## src/hw/rtl/kcl_pkg.sv

```systemverilog
package kcl_pkg;

  localparam int CHAN_W = 2;
  localparam int KEY_W = 4;
  localparam int CODE_W = 24;
  localparam int TIME_W = 16;
  localparam int OUTC_W = 2;
  localparam int QDEPTH = 2;

  localparam logic [KEY_W-1:0] KEY_DIGIT_MAX = 4'd9;
  localparam logic [KEY_W-1:0] KEY_BACK = 4'd10;
  localparam logic [KEY_W-1:0] KEY_ENTER = 4'd11;

  localparam logic [TIME_W-1:0] TIMEOUT_RST = 16'd30000;

  localparam logic [OUTC_W-1:0] OUT_OK = 2'd0;
  localparam logic [OUTC_W-1:0] OUT_WRONG = 2'd1;
  localparam logic [OUTC_W-1:0] OUT_DISABLED = 2'd2;

  localparam logic [1:0] REG_ENABLE = 2'd0;
  localparam logic [1:0] REG_CODE = 2'd1;
  localparam logic [1:0] REG_TIMEOUT = 2'd2;

  typedef enum logic [2:0] {
    CMD_TICK  = 3'd0,
    CMD_DIGIT = 3'd1,
    CMD_BACK  = 3'd2,
    CMD_ENTER = 3'd3,
    CMD_TOUCH = 3'd4
  } cmd_kind_t;

  typedef struct packed {
    cmd_kind_t         kind;
    logic [CHAN_W-1:0] chan;
    logic [KEY_W-1:0]  digit;
  } cmd_t;

  typedef struct packed {
    logic              enable;
    logic [CODE_W-1:0] code;
    logic [TIME_W-1:0] timeout;
  } cfg_t;

  typedef struct packed {
    logic scanning;
    logic out_busy;
  } back_status_t;

endpackage

```

## src/hw/rtl/kcl_ram.sv

```systemverilog
module kcl_ram #(
  parameter int WIDTH = 4,
  parameter int DEPTH = 64
) (
  input  logic                     clk,
  input  logic                     we,
  input  logic [$clog2(DEPTH)-1:0] waddr,
  input  logic [WIDTH-1:0]         wdata,
  input  logic [$clog2(DEPTH)-1:0] raddr,
  output logic [WIDTH-1:0]         rdata
);

  logic [WIDTH-1:0] mem [DEPTH];

  always_ff @(posedge clk) begin
    if (we) begin
      mem[waddr] <= wdata;
    end
    rdata <= mem[raddr];
  end

endmodule

```

## src/hw/rtl/kcl_front.sv

```systemverilog
module kcl_front
  import kcl_pkg::*;
#(
  parameter int CHANNELS = 4
) (
  input  logic              in_valid,
  output logic              in_ready,
  input  logic              op,
  input  logic [CHAN_W-1:0] chan,
  input  logic [KEY_W-1:0]  key,
  input  logic              q_full,
  output logic              q_push,
  output cmd_t              q_cmd
);

  logic chan_ok;

  assign in_ready = !q_full;
  assign chan_ok = (32'(chan) < CHANNELS);
  // out-of-range channels are dropped here
  assign q_push = in_valid && in_ready && (op || chan_ok);

  always_comb begin
    q_cmd.chan = chan;
    q_cmd.digit = key;
    if (op) begin
      q_cmd.kind = CMD_TICK;
    end else if (key <= KEY_DIGIT_MAX) begin
      q_cmd.kind = CMD_DIGIT;
    end else if (key == KEY_BACK) begin
      q_cmd.kind = CMD_BACK;
    end else if (key == KEY_ENTER) begin
      q_cmd.kind = CMD_ENTER;
    end else begin
      q_cmd.kind = CMD_TOUCH;
    end
  end

endmodule

```

## src/hw/rtl/kcl_cmd_fifo.sv

```systemverilog
module kcl_cmd_fifo
  import kcl_pkg::*;
(
  input  logic clk,
  input  logic rst_n,
  input  logic push,
  input  cmd_t push_cmd,
  output logic full,
  input  logic pop,
  output logic valid,
  output cmd_t pop_cmd
);

  localparam int PW = $clog2(QDEPTH);
  localparam int CW = $clog2(QDEPTH + 1);

  cmd_t          mem_r [QDEPTH];
  logic [PW-1:0] wptr_r;
  logic [PW-1:0] rptr_r;
  logic [CW-1:0] cnt_r;

  assign full = (cnt_r == CW'(QDEPTH));
  assign valid = (cnt_r != '0);
  assign pop_cmd = mem_r[rptr_r];

  always_ff @(posedge clk) begin
    if (!rst_n) begin
      wptr_r <= '0;
      rptr_r <= '0;
      cnt_r <= '0;
    end else begin
      if (push) begin
        wptr_r <= (wptr_r == PW'(QDEPTH - 1)) ? '0 : wptr_r + 1'b1;
      end
      if (pop) begin
        rptr_r <= (rptr_r == PW'(QDEPTH - 1)) ? '0 : rptr_r + 1'b1;
      end
      if (push && !pop) begin
        cnt_r <= cnt_r + 1'b1;
      end else if (pop && !push) begin
        cnt_r <= cnt_r - 1'b1;
      end
    end
  end

  always_ff @(posedge clk) begin
    if (push) begin
      mem_r[wptr_r] <= push_cmd;
    end
  end

endmodule

```

## src/hw/rtl/kcl_back.sv

```systemverilog
module kcl_back
  import kcl_pkg::*;
#(
  parameter int CHANNELS = 4,
  parameter int RING_LEN = 16,
  parameter int CODE_LEN = 6
) (
  input  logic         clk,
  input  logic         rst_n,
  input  logic         q_valid,
  input  cmd_t         q_cmd,
  output logic         q_pop,
  input  cfg_t         cfg,
  output logic         out_valid,
  input  logic         out_ready,
  output logic [7:0]   out_data,
  output back_status_t status
);

  localparam int CH_W = (CHANNELS > 1) ? $clog2(CHANNELS) : 1;
  localparam int IDX_W = $clog2(RING_LEN);
  localparam int CNT_W = $clog2(RING_LEN + 1);
  localparam int DEPTH = CHANNELS * RING_LEN;
  localparam int AW = $clog2(DEPTH);
  localparam int WIN_W = 4 * CODE_LEN;
  localparam int SEEN_W = $clog2(CODE_LEN + 1);

  typedef enum logic [1:0] {
    ST_IDLE = 2'b01,
    ST_SCAN = 2'b10
  } state_t;

  state_t state_r, state_nxt;

  logic [IDX_W-1:0]  start_r [CHANNELS];
  logic [IDX_W-1:0]  start_nxt [CHANNELS];
  logic [IDX_W-1:0]  end_r [CHANNELS];
  logic [IDX_W-1:0]  end_nxt [CHANNELS];
  logic [CNT_W-1:0]  count_r [CHANNELS];
  logic [CNT_W-1:0]  count_nxt [CHANNELS];
  logic [TIME_W-1:0] idle_r [CHANNELS];
  logic [TIME_W-1:0] idle_nxt [CHANNELS];
  logic              run_r [CHANNELS];
  logic              run_nxt [CHANNELS];

  logic [CHAN_W-1:0] scan_chan_r, scan_chan_nxt;
  logic [IDX_W-1:0]  ptr_r, ptr_nxt;
  logic [CNT_W-1:0]  remain_r, remain_nxt;
  logic              pend_r, pend_nxt;
  logic [WIN_W-1:0]  win_r, win_nxt;
  logic [SEEN_W-1:0] seen_r, seen_nxt;
  logic              found_r, found_nxt;

  logic              out_valid_r, out_valid_nxt;
  logic [CHAN_W-1:0] res_chan_r, res_chan_nxt;
  logic [OUTC_W-1:0] res_outc_r, res_outc_nxt;
  logic              res_grant_r, res_grant_nxt;

  logic             we;
  logic [AW-1:0]    waddr;
  logic [AW-1:0]    raddr;
  logic [3:0]       rdata;
  logic [CH_W-1:0]  ch;
  logic [CH_W-1:0]  scan_ch;
  logic [WIN_W-1:0] code_vec;

  function automatic logic [IDX_W-1:0] ring_inc(input logic [IDX_W-1:0] i);
    return (i == IDX_W'(RING_LEN - 1)) ? '0 : i + 1'b1;
  endfunction

  function automatic logic [IDX_W-1:0] ring_dec(input logic [IDX_W-1:0] i);
    return (i == '0) ? IDX_W'(RING_LEN - 1) : i - 1'b1;
  endfunction

  function automatic logic [AW-1:0] ring_addr(input logic [CH_W-1:0] c,
                                              input logic [IDX_W-1:0] i);
    return AW'(int'(c) * RING_LEN + int'(i));
  endfunction

  assign ch = CH_W'(q_cmd.chan);
  assign scan_ch = CH_W'(scan_chan_r);
  assign code_vec = WIN_W'({8'd0, cfg.code});
  assign raddr = ring_addr(scan_ch, ptr_r);
  assign q_pop = (state_r == ST_IDLE) && q_valid &&
                 ((q_cmd.kind != CMD_ENTER) || !out_valid_r);

  kcl_ram #(
    .WIDTH(4),
    .DEPTH(DEPTH)
  ) u_ring (
    .clk  (clk),
    .we   (we),
    .waddr(waddr),
    .wdata(q_cmd.digit),
    .raddr(raddr),
    .rdata(rdata)
  );

  always_comb begin
    state_nxt = state_r;
    start_nxt = start_r;
    end_nxt = end_r;
    count_nxt = count_r;
    idle_nxt = idle_r;
    run_nxt = run_r;
    scan_chan_nxt = scan_chan_r;
    ptr_nxt = ptr_r;
    remain_nxt = remain_r;
    pend_nxt = 1'b0;
    win_nxt = win_r;
    seen_nxt = seen_r;
    found_nxt = found_r;
    out_valid_nxt = out_valid_r;
    res_chan_nxt = res_chan_r;
    res_outc_nxt = res_outc_r;
    res_grant_nxt = res_grant_r;
    we = 1'b0;
    waddr = ring_addr(ch, end_r[ch]);

    if (out_valid_r && out_ready) begin
      out_valid_nxt = 1'b0;
    end

    case (state_r)
      ST_IDLE: begin
        if (q_pop) begin
          if (q_cmd.kind != CMD_TICK) begin
            idle_nxt[ch] = cfg.timeout;
            run_nxt[ch] = 1'b1;
          end
          case (q_cmd.kind)
            CMD_TICK: begin
              for (int c = 0; c < CHANNELS; c++) begin
                if (run_r[c]) begin
                  if (idle_r[c] == '0) begin
                    start_nxt[c] = '0;
                    end_nxt[c] = '0;
                    count_nxt[c] = '0;
                    run_nxt[c] = 1'b0;
                  end else begin
                    idle_nxt[c] = idle_r[c] - 1'b1;
                  end
                end
              end
            end
            CMD_DIGIT: begin
              we = 1'b1;
              end_nxt[ch] = ring_inc(end_r[ch]);
              if (count_r[ch] < CNT_W'(RING_LEN)) begin
                count_nxt[ch] = count_r[ch] + 1'b1;
              end else begin
                start_nxt[ch] = ring_inc(end_r[ch]);
              end
            end
            CMD_BACK: begin
              if (count_r[ch] != '0) begin
                end_nxt[ch] = ring_dec(end_r[ch]);
                count_nxt[ch] = count_r[ch] - 1'b1;
              end
            end
            CMD_ENTER: begin
              if (!cfg.enable) begin
                out_valid_nxt = 1'b1;
                res_chan_nxt = q_cmd.chan;
                res_outc_nxt = OUT_DISABLED;
                res_grant_nxt = 1'b0;
              end else begin
                scan_chan_nxt = q_cmd.chan;
                ptr_nxt = start_r[ch];
                remain_nxt = count_r[ch];
                seen_nxt = '0;
                found_nxt = 1'b0;
                state_nxt = ST_SCAN;
              end
            end
            CMD_TOUCH: begin
            end
            default: begin
            end
          endcase
        end
      end
      ST_SCAN: begin
        if (remain_r != '0) begin
          ptr_nxt = ring_inc(ptr_r);
          remain_nxt = remain_r - 1'b1;
          pend_nxt = 1'b1;
        end
        if (pend_r) begin
          win_nxt = WIN_W'({win_r, rdata});
          seen_nxt = (seen_r == SEEN_W'(CODE_LEN)) ? seen_r : seen_r + 1'b1;
          if ((seen_nxt == SEEN_W'(CODE_LEN)) && (win_nxt == code_vec)) begin
            found_nxt = 1'b1;
          end
        end
        if ((remain_r == '0) && !pend_r) begin
          out_valid_nxt = 1'b1;
          res_chan_nxt = scan_chan_r;
          res_outc_nxt = found_r ? OUT_OK : OUT_WRONG;
          res_grant_nxt = found_r;
          start_nxt[scan_ch] = '0;
          end_nxt[scan_ch] = '0;
          count_nxt[scan_ch] = '0;
          idle_nxt[scan_ch] = '0;
          run_nxt[scan_ch] = 1'b0;
          state_nxt = ST_IDLE;
        end
      end
      default: begin
        state_nxt = ST_IDLE;
      end
    endcase
  end

  always_ff @(posedge clk) begin
    if (!rst_n) begin
      state_r <= ST_IDLE;
      pend_r <= 1'b0;
      out_valid_r <= 1'b0;
      for (int c = 0; c < CHANNELS; c++) begin
        start_r[c] <= '0;
        end_r[c] <= '0;
        count_r[c] <= '0;
        idle_r[c] <= '0;
        run_r[c] <= 1'b0;
      end
    end else begin
      state_r <= state_nxt;
      pend_r <= pend_nxt;
      out_valid_r <= out_valid_nxt;
      start_r <= start_nxt;
      end_r <= end_nxt;
      count_r <= count_nxt;
      idle_r <= idle_nxt;
      run_r <= run_nxt;
    end
  end

  always_ff @(posedge clk) begin
    scan_chan_r <= scan_chan_nxt;
    ptr_r <= ptr_nxt;
    remain_r <= remain_nxt;
    win_r <= win_nxt;
    seen_r <= seen_nxt;
    found_r <= found_nxt;
    res_chan_r <= res_chan_nxt;
    res_outc_r <= res_outc_nxt;
    res_grant_r <= res_grant_nxt;
  end

  assign out_valid = out_valid_r;
  assign out_data = {3'b000, res_grant_r, res_outc_r, res_chan_r};
  assign status.scanning = (state_r == ST_SCAN);
  assign status.out_busy = out_valid_r;

endmodule

```

## src/hw/rtl/keypad_code_lock.sv

```systemverilog
// Multi-channel keypad code lock. Key presses and timer ticks enter on the
// in_ stream and are queued (two deep) ahead of the executing back end, so
// input keeps flowing while a result waits on out_. A digit, backspace, tick
// or other key is handled as it is taken from the queue; enter with the
// door enabled walks the channel's stored digits oldest first through the
// single read port of the digit memory, then reports granted or wrong code
// and clears the channel. With the door disabled enter reports disabled at
// once and keeps the digits. Only entries inside a channel's stored window,
// each written by a digit since the channel was last cleared, are ever read,
// so the digit memory needs no clearing after reset. Configuration is APB at
// byte addresses 0 (door_enable), 4 (door_code) and 8 (idle_timeout).
module keypad_code_lock
  import kcl_pkg::*;
#(
  parameter int CHANNELS = 4,
  parameter int RING_LEN = 16,
  parameter int CODE_LEN = 6
) (
  input  logic        clk,
  input  logic        rst_n,
  input  logic        in_tvalid,
  output logic        in_tready,
  input  logic [7:0]  in_tdata,   // channel[1:0], key[5:2], zero[7:6]
  input  logic        in_tuser,   // operation[0]
  output logic        out_tvalid,
  input  logic        out_tready,
  output logic [7:0]  out_tdata,  // result_channel[1:0], outcome[3:2], grant[4], zero[7:5]
  input  logic        cfg_psel,
  input  logic        cfg_penable,
  input  logic        cfg_pwrite,
  input  logic [3:0]  cfg_paddr,
  input  logic [31:0] cfg_pwdata,
  output logic [31:0] cfg_prdata,
  output logic        cfg_pready
);

  cfg_t         cfg_r;
  logic         cfg_wr;
  logic [1:0]   cfg_idx;
  logic         q_full;
  logic         q_push;
  cmd_t         q_push_cmd;
  logic         q_valid;
  logic         q_pop;
  cmd_t         q_pop_cmd;
  back_status_t back_st;

  assign cfg_pready = 1'b1;
  assign cfg_idx = cfg_paddr[3:2];
  assign cfg_wr = cfg_psel && cfg_penable && cfg_pwrite && cfg_pready;

  always_ff @(posedge clk) begin
    if (!rst_n) begin
      cfg_r.enable <= 1'b0;
      cfg_r.code <= '0;
      cfg_r.timeout <= TIMEOUT_RST;
    end else if (cfg_wr) begin
      case (cfg_idx)
        REG_ENABLE:  cfg_r.enable <= cfg_pwdata[0];
        REG_CODE:    cfg_r.code <= cfg_pwdata[CODE_W-1:0];
        REG_TIMEOUT: cfg_r.timeout <= cfg_pwdata[TIME_W-1:0];
        default: begin
        end
      endcase
    end
  end

  always_comb begin
    case (cfg_idx)
      REG_ENABLE:  cfg_prdata = {31'd0, cfg_r.enable};
      REG_CODE:    cfg_prdata = {8'd0, cfg_r.code};
      REG_TIMEOUT: cfg_prdata = {16'd0, cfg_r.timeout};
      default:     cfg_prdata = '0;
    endcase
  end

  kcl_front #(
    .CHANNELS(CHANNELS)
  ) u_front (
    .in_valid(in_tvalid),
    .in_ready(in_tready),
    .op      (in_tuser),
    .chan    (in_tdata[1:0]),
    .key     (in_tdata[5:2]),
    .q_full  (q_full),
    .q_push  (q_push),
    .q_cmd   (q_push_cmd)
  );

  kcl_cmd_fifo u_queue (
    .clk     (clk),
    .rst_n   (rst_n),
    .push    (q_push),
    .push_cmd(q_push_cmd),
    .full    (q_full),
    .pop     (q_pop),
    .valid   (q_valid),
    .pop_cmd (q_pop_cmd)
  );

  kcl_back #(
    .CHANNELS(CHANNELS),
    .RING_LEN(RING_LEN),
    .CODE_LEN(CODE_LEN)
  ) u_back (
    .clk      (clk),
    .rst_n    (rst_n),
    .q_valid  (q_valid),
    .q_cmd    (q_pop_cmd),
    .q_pop    (q_pop),
    .cfg      (cfg_r),
    .out_valid(out_tvalid),
    .out_ready(out_tready),
    .out_data (out_tdata),
    .status   (back_st)
  );

`ifndef SYNTH
  a_pop_needs_entry: assert property (@(posedge clk) disable iff (!rst_n)
    q_pop |-> q_valid)
    else $error("back end popped an empty queue");

  a_scan_output_free: assert property (@(posedge clk) disable iff (!rst_n)
    back_st.scanning |-> !back_st.out_busy)
    else $error("code search running while a result is pending");

  a_grant_matches: assert property (@(posedge clk) disable iff (!rst_n)
    out_tvalid |-> (out_tdata[4] == (out_tdata[3:2] == OUT_OK)))
    else $error("grant disagrees with outcome");
`endif

endmodule
```

## config.mk

```make
export PLATFORM = sky130hd
export DESIGN_NAME = keypad_code_lock
export DESIGN_NICKNAME = d
export VERILOG_FILES = /design/src/hw/rtl/kcl_pkg.sv /design/src/hw/rtl/kcl_ram.sv /design/src/hw/rtl/kcl_front.sv /design/src/hw/rtl/kcl_cmd_fifo.sv /design/src/hw/rtl/kcl_back.sv /design/src/hw/rtl/keypad_code_lock.sv
export SDC_FILE = /design/constraint.sdc
export NUM_CORES = 1
export LEC_CHECK = 0
export BUFFER_PORTS_ARGS = -buffer_cell sky130_fd_sc_hd__buf_2
export CAP_MARGIN = 10
export CORE_ASPECT_RATIO = 1.1
export CORE_MARGIN = 5
export CORE_UTILIZATION = 40
export DETAILED_ROUTE_END_ITERATION = 8
export GPL_ROUTABILITY_DRIVEN = 0
export PLACE_DENSITY_LB_ADDON = 0.2
export SYNTH_ARGS = -nofsm -noshare
export SYNTH_HDL_FRONTEND = slang
export SYNTH_SLANG_ARGS = --single-unit
```

## constraint.sdc

```tcl
create_clock -name clk -period 10.8 [get_ports clk]
set_clock_uncertainty 0.1 [all_clocks]
set_input_delay 0.54 -clock clk [delete_from_list [all_inputs] [get_ports clk]]
set_output_delay 0.54 -clock clk [all_outputs]
set_load 0.005 [all_outputs]
```

==> summary.md, run 1 <==
| Metric | Value |
|---|---|
| H-tree levels | 2 |
| CP max FO | 32 |
| Post-cts sizing count | 0 |
| Uppermost layer routed | met4 |
| Skew-Pair Late Insertion Delay | 620 ps |
| Clk root buf | clkbuf_16 |
| Number of synthesized flops with an enable pin | 314 |
| Horiz. Die Dim | 237 um |
| Most used DFF post-synth | edfxtp_1 |
| Area of the core | 0.0560 mm2 |
| FP Rows | 91 |
| Crit path time final | 4940 ps |
| WL/cell | 22.5 um |
| Fin nets | 2098 |
| Non-filler instance count after layout | 2816 |
| Avg Cell Area, Syn | 11.4 um2 |
| Syn-to-layout area delta | 12.7% |
| Max Fclk | 202 MHz |
| Largest area contributor in the netlist | edfxtp_1 |
| Post-synth ARST share | 0% |
| Detailed placer's ending HPWL | 41.9 mm |
| Post-synthesis cell type count | 88 |
| CTS tree | yes |
| Top Ports | 95 |
| Area after DPL | 0.0237 mm2 |
| Largest cells by area after synthesis | edfxtp_1 (42%), dfxtp_1 (15%), mux4_2 (8.5%) |
| Register area share after synthesis | 57.2% |
| Synthesized area | 0.0226 mm2 |
| Final non-filler cell area | 0.0254 mm2 |
| Least-Margin Pin Slew | 1210 ps |
| Iteration-0 DRC Markers | 1359 |
| Die Y-Extent | 259 um |
| Clock share of power | 34.9% |
| Largest net degree at the start of global routing | 79 |
| Switching Share | 32.1% |
| Period utilisation layout | 45.8% |
| Peak VDD IR | 139 uV |
| Post-CTS Setup Bufs | 0 |
| Pwr Total | 0.00535 W |
| Longest Clk Path Bufs | 3 |
| Global-route wire length before repair | 96.3 mm |
| Vias in the first global route | 16.3k |
| Seq pwr share | 42.3% |
| Max Cap Violations | 0 |
| FF+latch count, synth | 488 |
| CTS buffer count | 53 |
| Crit path launch type | flip-flop |
| Design internal power | 0.00363 W |
| Gr ovfl total | 0 |
| Ys Warns | 0 |
| Routed Antenna Nets | 0 |
| Vias/cell | 5.86 |
| Pwr Density | 210 mW/mm2 |
| Sink Count | 488 |
| Crit path capture type | flip-flop |
| Hold Path Class | in -> reg |
| Metal-1 WL | 25.9 mm |
| Reg clk slew, reported paths | 60 ps |
| DRT Pass-1 Iters | 7 |
| Yosys top cell area share | 41.8% |
| Antenna violations before repair | 2 |
| Port Buffer Count | 70 |
| Met3 WL | 4.11 mm |
| RSZ-0062 raised after global routing | no |
| Post-Synthesis Cells | 1980 |
| WP data required | 11190 ps |
| Slew headroom | 19.4% |
| Gate power share | 22.8% |
| Critical path class | reg -> reg |
| Tot GR Track Use | 20.0% |
| Lkg Pwr | 8.61 nW |
| ANT cells | 0 |
| CP Data Arrival Time | 5330 ps |
| Final TNS setup | 0 ps |
| Vias | 16.5k |
| Starting density of the core | 40.3% |
| Placed Cells incl. Taps | 2719 |
| Met2 wire length | 31.4 mm |
| # fillers | 5202 |
| Final hold violation count | 0 |
| Die area | 0.0613 mm2 |
| Setup violation total in the final timing report | 0 |
| Hold Buf Count CTS | 0 |
| DRC viols | 0 |
| Fraction of final layout cells sized beyond drive strength 1 | 14.4% |
| Psw | 0.00172 W |
| WL final | 63.3 mm |
| Max Slew Vio Count | 0 |
| Outcome | finished clean |
layout by cell type (no fill, tap or decap), types with 9 or more instances in the layout:
cell and n:
o22ai_1 10, ha_1 16, o31ai_1 10, nand2b_1 12, xnor2_1 13, buf_2 70, a21oi_1 123, nand3_1 41
o221ai_1 9, mux2i_1 37, conb_1 12, xor2_1 24, dfxtp_1 174, clkbuf_1 10, nor4_1 12, a22oi_1 26
a22o_1 18, nand2_1 262, nand4_1 10, a221oi_1 9, or3_1 16, inv_1 35, buf_4 27, a31oi_1 19
o211ai_1 20, and2_1 15, mux4_2 85, edfxtp_1 314, o21ai_0 116, clkbuf_16 54, nor2_1 216, clkinv_2 13
nor3_1 59
metrics by stage:
stage,util (%),setup WS [ps],hold WS [ps]
2_1_floorplan,-,7380,328
3_3_place_gp,42.2,5980,351
3_5_place_dp,42.2,5860,349
4_1_cts,45.4,5890,12.7
5_1_grt,45.4,5470,20.3
6_report,45.4,5860,37.1
layout make-up:
cell class	count	area, um2	area share [%]
clock inverter	30	358	1.41
clock buffer	67	1430	5.62
inverter	37	140	0.551
tap	744	931	3.66
timing repair buffer	97	553	2.17
multi-input combinational	1353	9120	35.8
sequential	488	12900	50.8
final timing paths:
check                        from             endpoint  slack [ps]  depth (start not counted)
setup reg to reg        flip-flop    u_back.count_r[8]        5860                         12
setup / recovery        flip-flop    u_back.count_r[8]        5860                         12
hold / removal        in_tdata[0]  u_queue.mem_r[0][4]          40                          1
hold reg to reg   u_back.end_r[8]      u_back.end_r[8]         360                          2
flip-flops by register name, indices dropped and copies added (netlist names), 3 cells and up, named ones only:
signal,flops
cfg_r,41
u_back.idle_r,64
u_back.u_ring.mem,256
u_back.count_r,20
u_queue.mem_r,18
u_back.u_ring.rdata,4
u_back.remain_r,5
u_back.seen_r,3
u_back.ptr_r,4
u_back.start_r,16
u_back.run_r,4
u_back.win_r,20
u_back.end_r,16
logic make-up (layout without fill, tap and decap cells):
family / after synthesis / in the layout / synth area share (%)
AO/OA/AOI/OAI: 460 / 460 / 13.2
buffers and inverters: 149 / 231 / 2.76
XOR/XNOR: 37 / 37 / 1.44
adder cells (fa/ha/maj): 16 / 16 / 0.887
multiplexers: 132 / 132 / 10.7
flip-flops: 488 / 488 / 57.2
other: 2 / 12 / 0.0333
AND/OR/NAND/NOR: 696 / 696 / 13.8
power by group through the flow:
| stage | Sequential, W | Clock, W | Combinational (W) |
|---|---|---|---|
| 6_report | 0.00226 | 0.00186 | 0.00122 |
| 3_5_place_dp | 0.00230 | 0 | 0.00121 |
| 2_1_floorplan | 0.00226 | 0 | 0.000840 |
| 3_3_place_gp | 0.00229 | 0 | 0.00119 |
| 4_1_cts | 0.00226 | 0.00190 | 0.00121 |
| 5_1_grt | 0.00227 | 0.00198 | 0.00134 |
cell usage after synthesis, types with 10 or more instances:
library cell	count
nand2b_1	12
a21oi_1	123
edfxtp_1	314
a22oi_1	26
xor2_1	24
mux4_2	85
nor2_1	216
nor3_1	60
or3_1	16
o211ai_1	20
nand3_1	41
dfxtp_1	174
ha_1	16
nand2_1	262
a31oi_1	19
and2_1	15
mux2i_1	37
a22o_1	18
inv_1	35
o21ai_0	116
xnor2_1	13
o31ai_1	10
buf_4	15
clkbuf_1	80
nand4_1	10
o22ai_1	10
nor4_1	12
buf_1	11
worst max-delay path, stage by stage (launching register included):
cell and delay, ps:
dfxtp_1 850, mux2i_4 740, inv_2 520, mux2i_1 220
mux2i_1 490, inv_1 100, ha_1 230, nand2_1 110
nor3_1 120, or3_4 530, nor2_2 330, o211ai_1 150
a32o_1 310
metal layers:
metal,global-route usage [%],up-vias
met5,0,-
met4,6.11,0
li1,-,7578
met3,3.75,122
met1,25.7,8188
met2,34.5,613
Power figures use the tool's default switching activity.
==> inputs of run 2 (changes only) <==
Clock period 10.8 ns to 4.5 ns, I/O delays scaled along.
==> summary.md, run 2 (synthesized netlist as in run 1, its figures left out) <==
| Metric | Value |
|---|---|
| Outcome | finished clean (unchanged) |
| Design internal power | 0.00851 W (was 0.00363 W) |
| Tot GR Track Use | 20.1% (was 20.0%) |
| Final TNS setup | 0 ps (unchanged) |
| Least-Margin Pin Slew | 1160 ps (was 1210 ps) |
| CTS tree | yes (unchanged) |
| Vias in the first global route | 16.4k (was 16.3k) |
| Switching Share | 32.9% (was 32.1%) |
| Top Ports | 95 (unchanged) |
| CP delay by family, top | multiplexers (unchanged) |
| Starting density of the core | 40.3% (unchanged) |
| GR Util met3 | 2.70% (was 3.75%) |
| Max Slew Vio Count | 0 (unchanged) |
| Setup violation total in the final timing report | 0 (unchanged) |
| Levels on crit path | 10 (was 12) |
| Skew-Pair Late Insertion Delay | 610 ps (was 620 ps) |
| Core Util, Final | 46.1% (was 45.4%) |
| Max Cap Violations | 0 (unchanged) |
| Slew headroom | 22.3% (was 19.4%) |
| Crit path launch type | flip-flop (unchanged) |
| Peak VDD IR | 319 uV (was 139 uV) |
| CP Buf/Inv Count | 2 (unchanged) |
| R2r setup slk | 660 ps (was 5860 ps) |
| Reg clk slew, reported paths | 60 ps (about the same) |
| H-tree levels | 2 (unchanged) |
| Antenna violations before repair | 1 (was 2) |
| Crit path capture type | flip-flop (unchanged) |
| Crit-path max cell delay | 590 ps (was 850 ps) |
| Met1 Track Usage GR | 26.7% (was 25.7%) |
| Gate power share | 24.2% (was 22.8%) |
| Vias | 16.6k (was 16.5k) |
| Fraction of final layout cells sized beyond drive strength 1 | 14.4% (about the same) |
| Largest net degree at the start of global routing | 82 (was 79) |
| Port Buffer Count | 70 (unchanged) |
| Met2 usage | 34.3% (was 34.5%) |
| Reg with most FFs | u_back.u_ring.mem (unchanged) |
| Clk root buf | clkbuf_16 (unchanged) |
| Gr ovfl total | 0 (unchanged) |
| Vias/cell | 5.80 (was 5.86) |
| Crit path top cell by count | buf_4 (was mux2i_1) |
| Max FFs per register | 256 (unchanged) |
| Hold slack final | 41.5 ps (was 37.1 ps) |
| CP Data Arrival Time | 4210 ps (was 5330 ps) |
| Global-route wire length before repair | 97.4 mm (was 96.3 mm) |
| Most frequent cells in the layout | edfxtp_1 (314), nand2_1 (262), nor2_1 (216), dfxtp_1 (174), a21oi_1 (123) (unchanged) |
| Pwr Density | 491 mW/mm2 (was 210 mW/mm2) |
| Area of the core | 0.0560 mm2 (unchanged) |
| Detailed placer's ending HPWL | 42.7 mm (was 41.9 mm) |
| ANT cells | 0 (unchanged) |
| CTS buffer count | 53 (unchanged) |
| Seq pwr share | 42.7% (was 42.3%) |
| Crit path time final | 3840 ps (was 4940 ps) |
| Hold path startpoint | cfg_penable (was in_tdata[0]) |
| Register-to-Register Path Depth | 10 (was 12) |
| Iteration-0 DRC Markers | 1443 (was 1359) |
| Syn-to-layout area delta | 14.3% (was 12.7%) |
| Critical-path cell list | buf_4, mux2i_4, buf_4, mux2i_1, ha_1, o22ai_1, o21ai_0, a21oi_1, a32oi_1, nor2_1 (was mux2i_4, inv_2, mux2i_1, mux2i_1, inv_1, ha_1, nand2_1, nor3_1, or3_4, nor2_2, o211ai_1, a32o_1) |
| Horiz. Die Dim | 237 um (unchanged) |
| Longest Clk Path Bufs | 3 (unchanged) |
| CP max FO | 17 (was 32) |
| DRT Pass-1 Iters | 5 (was 7) |
| Post-cts sizing count | 0 (unchanged) |
| Critical Path Sink | u_back.end_r[14] (was u_back.count_r[8]) |
| Commonest non-fill, non-tap cell in the layout | edfxtp_1 (unchanged) |
| Lkg Pwr | 8.78 nW (was 8.61 nW) |
| Critical path class | reg -> reg (unchanged) |
| FP Rows | 91 (unchanged) |
| Slowest CP cell | mux2i_1 (was dfxtp_1) |
| WL final | 63.9 mm (was 63.3 mm) |
| Fin nets | 2148 (was 2098) |
| Sink Count | 488 (unchanged) |
| Clock share of power | 33.1% (was 34.9%) |
| Worst reg2reg path endpoint | u_back.end_r[14] (was u_back.count_r[8]) |
| Max Fclk | 260 MHz (was 202 MHz) |
| WL/cell | 22.3 um (was 22.5 um) |
| Psw | 0.00417 W (was 0.00172 W) |
| Final hold violation count | 0 (unchanged) |
| WP data required | 4870 ps (was 11190 ps) |
| Biggest regs | u_back.u_ring.mem: 256 flops, u_back.idle_r: 64 flops, cfg_r: 41 flops (unchanged) |
| Hold Path Class | in -> reg (unchanged) |
| Period utilisation layout | 85.3% (was 45.8%) |
| GRT Max-Usage Layer | met2 (unchanged) |
| Routed Antenna Nets | 0 (unchanged) |
| DRC viols | 0 (unchanged) |
| Die Y-Extent | 259 um (unchanged) |
| Die area | 0.0613 mm2 (unchanged) |
| RSZ-0062 raised after global routing | no (unchanged) |
[run 2: cell types whose count changed in the layout (fill, tap and decap cells not counted), moves of 2 or more]
cell	before	now
buf_4	27	40
bufinv_16	7	2
clkbuf_1	10	15
clkbuf_8	3	5
clkinv_1	7	11
clkinv_2	13	11
dlygate4sd3_1	0	35
[run 2: power by group through the flow]
stage / Sequential (W) / Combinational, W / Clock [W]
2_1_floorplan: 0.00543 / 0.00202 / 0
3_5_place_dp: 0.00550 / 0.00299 / 0
3_3_place_gp: 0.00549 / 0.00296 / 0
5_1_grt: 0.00545 / 0.00332 / 0.00447
6_report: 0.00542 / 0.00306 / 0.00420
4_1_cts: 0.00541 / 0.00303 / 0.00429
[run 2: worst register-to-register path: stages (launching register included)]
cell,delay [ps]
dfxtp_1,480
buf_4,270
mux2i_4,460
buf_4,370
mux2i_1,600
ha_1,410
o22ai_1,120
o21ai_0,490
a21oi_1,160
a32oi_1,220
nor2_1,50
[run 2: how the worst min path moves through the flow]
stage	end	slack, ps	cells past startpoint
2_1_floorplan	u_queue.mem_r[0][0]	220	0
3_3_place_gp	u_queue.mem_r[1][5]	330	1
3_5_place_dp	u_queue.mem_r[1][5]	340	1
4_1_cts	cfg_r[40]	70	5
5_1_grt	cfg_r[1]	60	5
6_report	cfg_r[1]	40	5
[run 2: area by class of cell]
class | count | area [um2]
Clock buffer | 73 | 1450
Clock inverter | 27 | 218
Fill cell | 5174 | 30200
Inverter | 37 | 140
Multi-Input combinational cell | 1353 | 9120
Sequential cell | 488 | 12900
Tap cell | 744 | 931
Timing Repair Buffer | 147 | 1030
[run 2: repair_timing]
item / 4_1_cts / 5_1_grt
setup buffers: 0 / 0
hold buffers: 35 / 0
hold endpoints to repair: 61 / 0
[run 2: routing by layer]
metal / vias up / wire, um
met4: 0 / 2020
met1: 8270 / 27000
met3: 129 / 3700
met5: - / 0
met2: 564 / 31200
li1: 7665 / -
[run 2: per-stage QoR]
stage	area, um2	std cells	setup slack (ps)	total power (W)
4_1_cts	25800	2868	674	0.0127
6_report	25800	2869	660	0.0127
2_1_floorplan	22600	1990	1080	0.00744
3_5_place_dp	23800	2733	683	0.00849
5_1_grt	25800	2869	430	0.0132
3_3_place_gp	23800	2733	785	0.00845
==> inputs of run 3 (changes only) <==
Settings changed: SYNTH_HIERARCHICAL set to 1.
==> summary.md, run 3 <==
| Metric | Value |
|---|---|
| Die Y-Extent | 264 um (was 259 um) |
| Clk root buf | clkbuf_16 (unchanged) |
| H-tree levels | 2 (unchanged) |
| Max Slew Vio Count | 0 (unchanged) |
| Final hold violation count | 0 (unchanged) |
| Max Fclk | 253 MHz (was 260 MHz) |
| Starting density of the core | 40.2% (was 40.3%) |
| Setup violation total in the final timing report | 0 (unchanged) |
| WL final | 66.7 mm (was 63.9 mm) |
| CP Buf/Inv Count | 1 (was 2) |
| Crit-path max cell delay | 600 ps (was 590 ps) |
| Gr ovfl total | 0 (unchanged) |
| Gate power share | 25.3% (was 24.2%) |
| Die area | 0.0636 mm2 (was 0.0613 mm2) |
| FP Rows | 93 (was 91) |
| Pwr Total | 0.0128 W (was 0.0127 W) |
| Seq pwr share | 41.7% (was 42.7%) |
| Slowest CP cell | mux2_2 (was mux2i_1) |
| Post-Synthesis Cells | 2078 (was 1980) |
| Critical-path cell list | mux2_2, buf_4, mux2i_1, mux2_2, ha_1, a31oi_2, nand2_1, nor3_1, o211ai_1, nand3_1 (was buf_4, mux2i_4, buf_4, mux2i_1, ha_1, o22ai_1, o21ai_0, a21oi_1, a32oi_1, nor2_1) |
| DRT Pass-1 Iters | 6 (was 5) |
| CP delay by family, top | multiplexers (unchanged) |
| Period utilisation layout | 87.9% (was 85.3%) |
| Biggest regs | u_back/u_ring/mem: 256 flops, u_back/idle_r: 64 flops, cfg_r: 41 flops (was u_back.u_ring.mem: 256 flops, u_back.idle_r: 64 flops, cfg_r: 41 flops) |
| Crit path time final | 3950 ps (was 3840 ps) |
| Ys Warns | 6 (was 0) |
| R2r setup slk | 550 ps (was 660 ps) |
| Synthesized area | 0.0234 mm2 (was 0.0226 mm2) |
| Top Ports | 95 (unchanged) |
| Antenna violations before repair | 0 (was 1) |
| DRC viols | 0 (unchanged) |
| Skew-Pair Late Insertion Delay | 610 ps (about the same) |
| Slew headroom | 27.7% (was 22.3%) |
| WP data required | 4940 ps (was 4870 ps) |
| Worst reg2reg path endpoint | u_back/count_r[19] (was u_back.end_r[14]) |
| Hold Path End | u_queue/wptr_r (was cfg_r[1]) |
| Final non-filler cell area | 0.0264 mm2 (was 0.0258 mm2) |
| Lkg Pwr | 9.01 nW (was 8.78 nW) |
| Critical path class | reg -> reg (unchanged) |
| Least-Margin Pin Slew | 1080 ps (was 1160 ps) |
| Outcome | finished clean (unchanged) |
| Design internal power | 0.00852 W (was 0.00851 W) |
| Most frequent cells in the layout | edfxtp_1 (314), nor2_1 (218), nand2_1 (211), dfxtp_1 (174), a21oi_1 (134) (was edfxtp_1 (314), nand2_1 (262), nor2_1 (216), dfxtp_1 (174), a21oi_1 (123)) |
| Routed Antenna Nets | 0 (unchanged) |
| Switching Share | 33.4% (was 32.9%) |
| Crit path capture type | flip-flop (unchanged) |
| Longest Clk Path Bufs | 3 (unchanged) |
| Hold Path Class | in -> reg (unchanged) |
| RSZ-0062 raised after global routing | no (unchanged) |
| Global-route wire length before repair | 102 mm (was 97.4 mm) |
| CP max FO | 17 (unchanged) |
| # fillers | 5394 (was 5174) |
| Fin nets | 2219 (was 2148) |
| Avg Cell Area, Syn | 11.3 um2 (was 11.4 um2) |
| Max Cap Violations | 0 (unchanged) |
| Area of the core | 0.0583 mm2 (was 0.0560 mm2) |
| Reg with most FFs | u_back/u_ring/mem (was u_back.u_ring.mem) |
| Register-to-Register Path Depth | 10 (unchanged) |
| Psw | 0.00427 W (was 0.00417 W) |
| Vias/cell | 5.91 (was 5.80) |
| Pwr Density | 484 mW/mm2 (was 491 mW/mm2) |
| Commonest non-fill, non-tap cell in the layout | edfxtp_1 (unchanged) |
| CTS buffer count | 54 (was 53) |
| Reg clk slew, reported paths | 60 ps (about the same) |
| Sink Count | 488 (unchanged) |
| Crit path top cell by count | mux2_2 (was buf_4) |
| Area after DPL | 0.0244 mm2 (was 0.0238 mm2) |
| Vias in the first global route | 17.1k (was 16.4k) |
| Peak VDD IR | 345 uV (was 319 uV) |
| Vias | 17.4k (was 16.6k) |
| Max FFs per register | 256 (unchanged) |
| Port Buffer Count | 70 (unchanged) |
| Horiz. Die Dim | 241 um (was 237 um) |
| Crit path launch type | flip-flop (unchanged) |
| Final TNS setup | 0 ps (unchanged) |
| Fraction of final layout cells sized beyond drive strength 1 | 14.4% (about the same) |
| Hold path startpoint | in_tvalid (was cfg_penable) |
| Syn-to-layout area delta | 12.8% (was 14.3%) |
| CP Data Arrival Time | 4390 ps (was 4210 ps) |
| Hold depth | 4 (was 5) |
| CTS tree | yes (unchanged) |
| WL/cell | 22.6 um (was 22.3 um) |
| Largest net degree at the start of global routing | 78 (was 82) |
| Clock share of power | 33.1% (about the same) |
| Tot GR Track Use | 20.3% (was 20.1%) |
| ANT cells | 0 (unchanged) |
| Iteration-0 DRC Markers | 1526 (was 1443) |
| Post-cts sizing count | 0 (unchanged) |
| Detailed placer's ending HPWL | 44.9 mm (was 42.7 mm) |
## run 3: cell count changes in the layout (fill, tap and decap cells not counted), sizes merged, moves of 11 or more
cell	before	now
and2	16	29
nand2	262	211
nor4	12	28
a21oi	123	134
## run 3: worst max path at each step
stage                          from                        to  slack, ps  cells after the start
after CTS                 flip-flop         u_back/count_r[8]        590                     10
after global routing      flip-flop        u_back/count_r[19]        290                     10
after global placement    flip-flop         u_back/count_r[8]        680                     10
final                     flip-flop        u_back/count_r[19]        550                     10
after detailed placement  flip-flop         u_back/count_r[8]        650                     10
after floorplan           flip-flop  u_back/u_ring/mem[10][0]       1130                     10
## run 3: power by group through the flow
stage / clock (W) / combinational, W / sequential [W]
floorplan: 0 / 0.00216 / 0.00535
global placement: 0 / 0.00309 / 0.00542
detailed placement: 0 / 0.00313 / 0.00542
CTS: 0.00434 / 0.00317 / 0.00533
global route: 0.00453 / 0.00350 / 0.00536
finish: 0.00423 / 0.00323 / 0.00533
## run 3: metal layers
layer,global-route usage (%),vias to the layer above,share of wire [%]
met5,0,-,0
met4,7.55,0,3.7
met3,3.18,148,6.1
met2,34.0,650,49
met1,26.8,8668,41
li1,-,7972,-
## run 3: repair_timing
action                                 CTS  global route
setup buffers                            0             0
endpoints found under the hold margin   70             0
hold buffers                            35             0
## run 3: stage by stage
stage	hold WS [ps]	util [%]	instances	worst slack [ps]
after CTS	18.1	45.3	2951	585
after global placement	330	41.8	2815	680
after global routing	56.5	45.4	2952	291
final	32.5	45.4	2952	546
after floorplan	227	-	2087	1130
after detailed placement	334	41.8	2815	653
## run 3: final cells by class
class / count / area (um2) / share of cell area (%)
flip-flops and latches: 488 / 12900 / 48.8
clock buffers: 74 / 1510 / 5.70
repair buffers: 148 / 1080 / 4.07
clock inverters: 27 / 196 / 0.743
multi-input cells: 1416 / 9650 / 36.5
well taps: 760 / 951 / 3.60
inverters: 39 / 146 / 0.554
## run 3: worst reg2reg max path: stages, from the launching register on
cell      delay, ps
dfxtp_1         570
mux2_2          600
buf_4           310
mux2i_1         140
mux2_2          310
ha_1            250
a31oi_2         480
nand2_1         380
nor3_1          460
o211ai_1        160
nand3_1         110
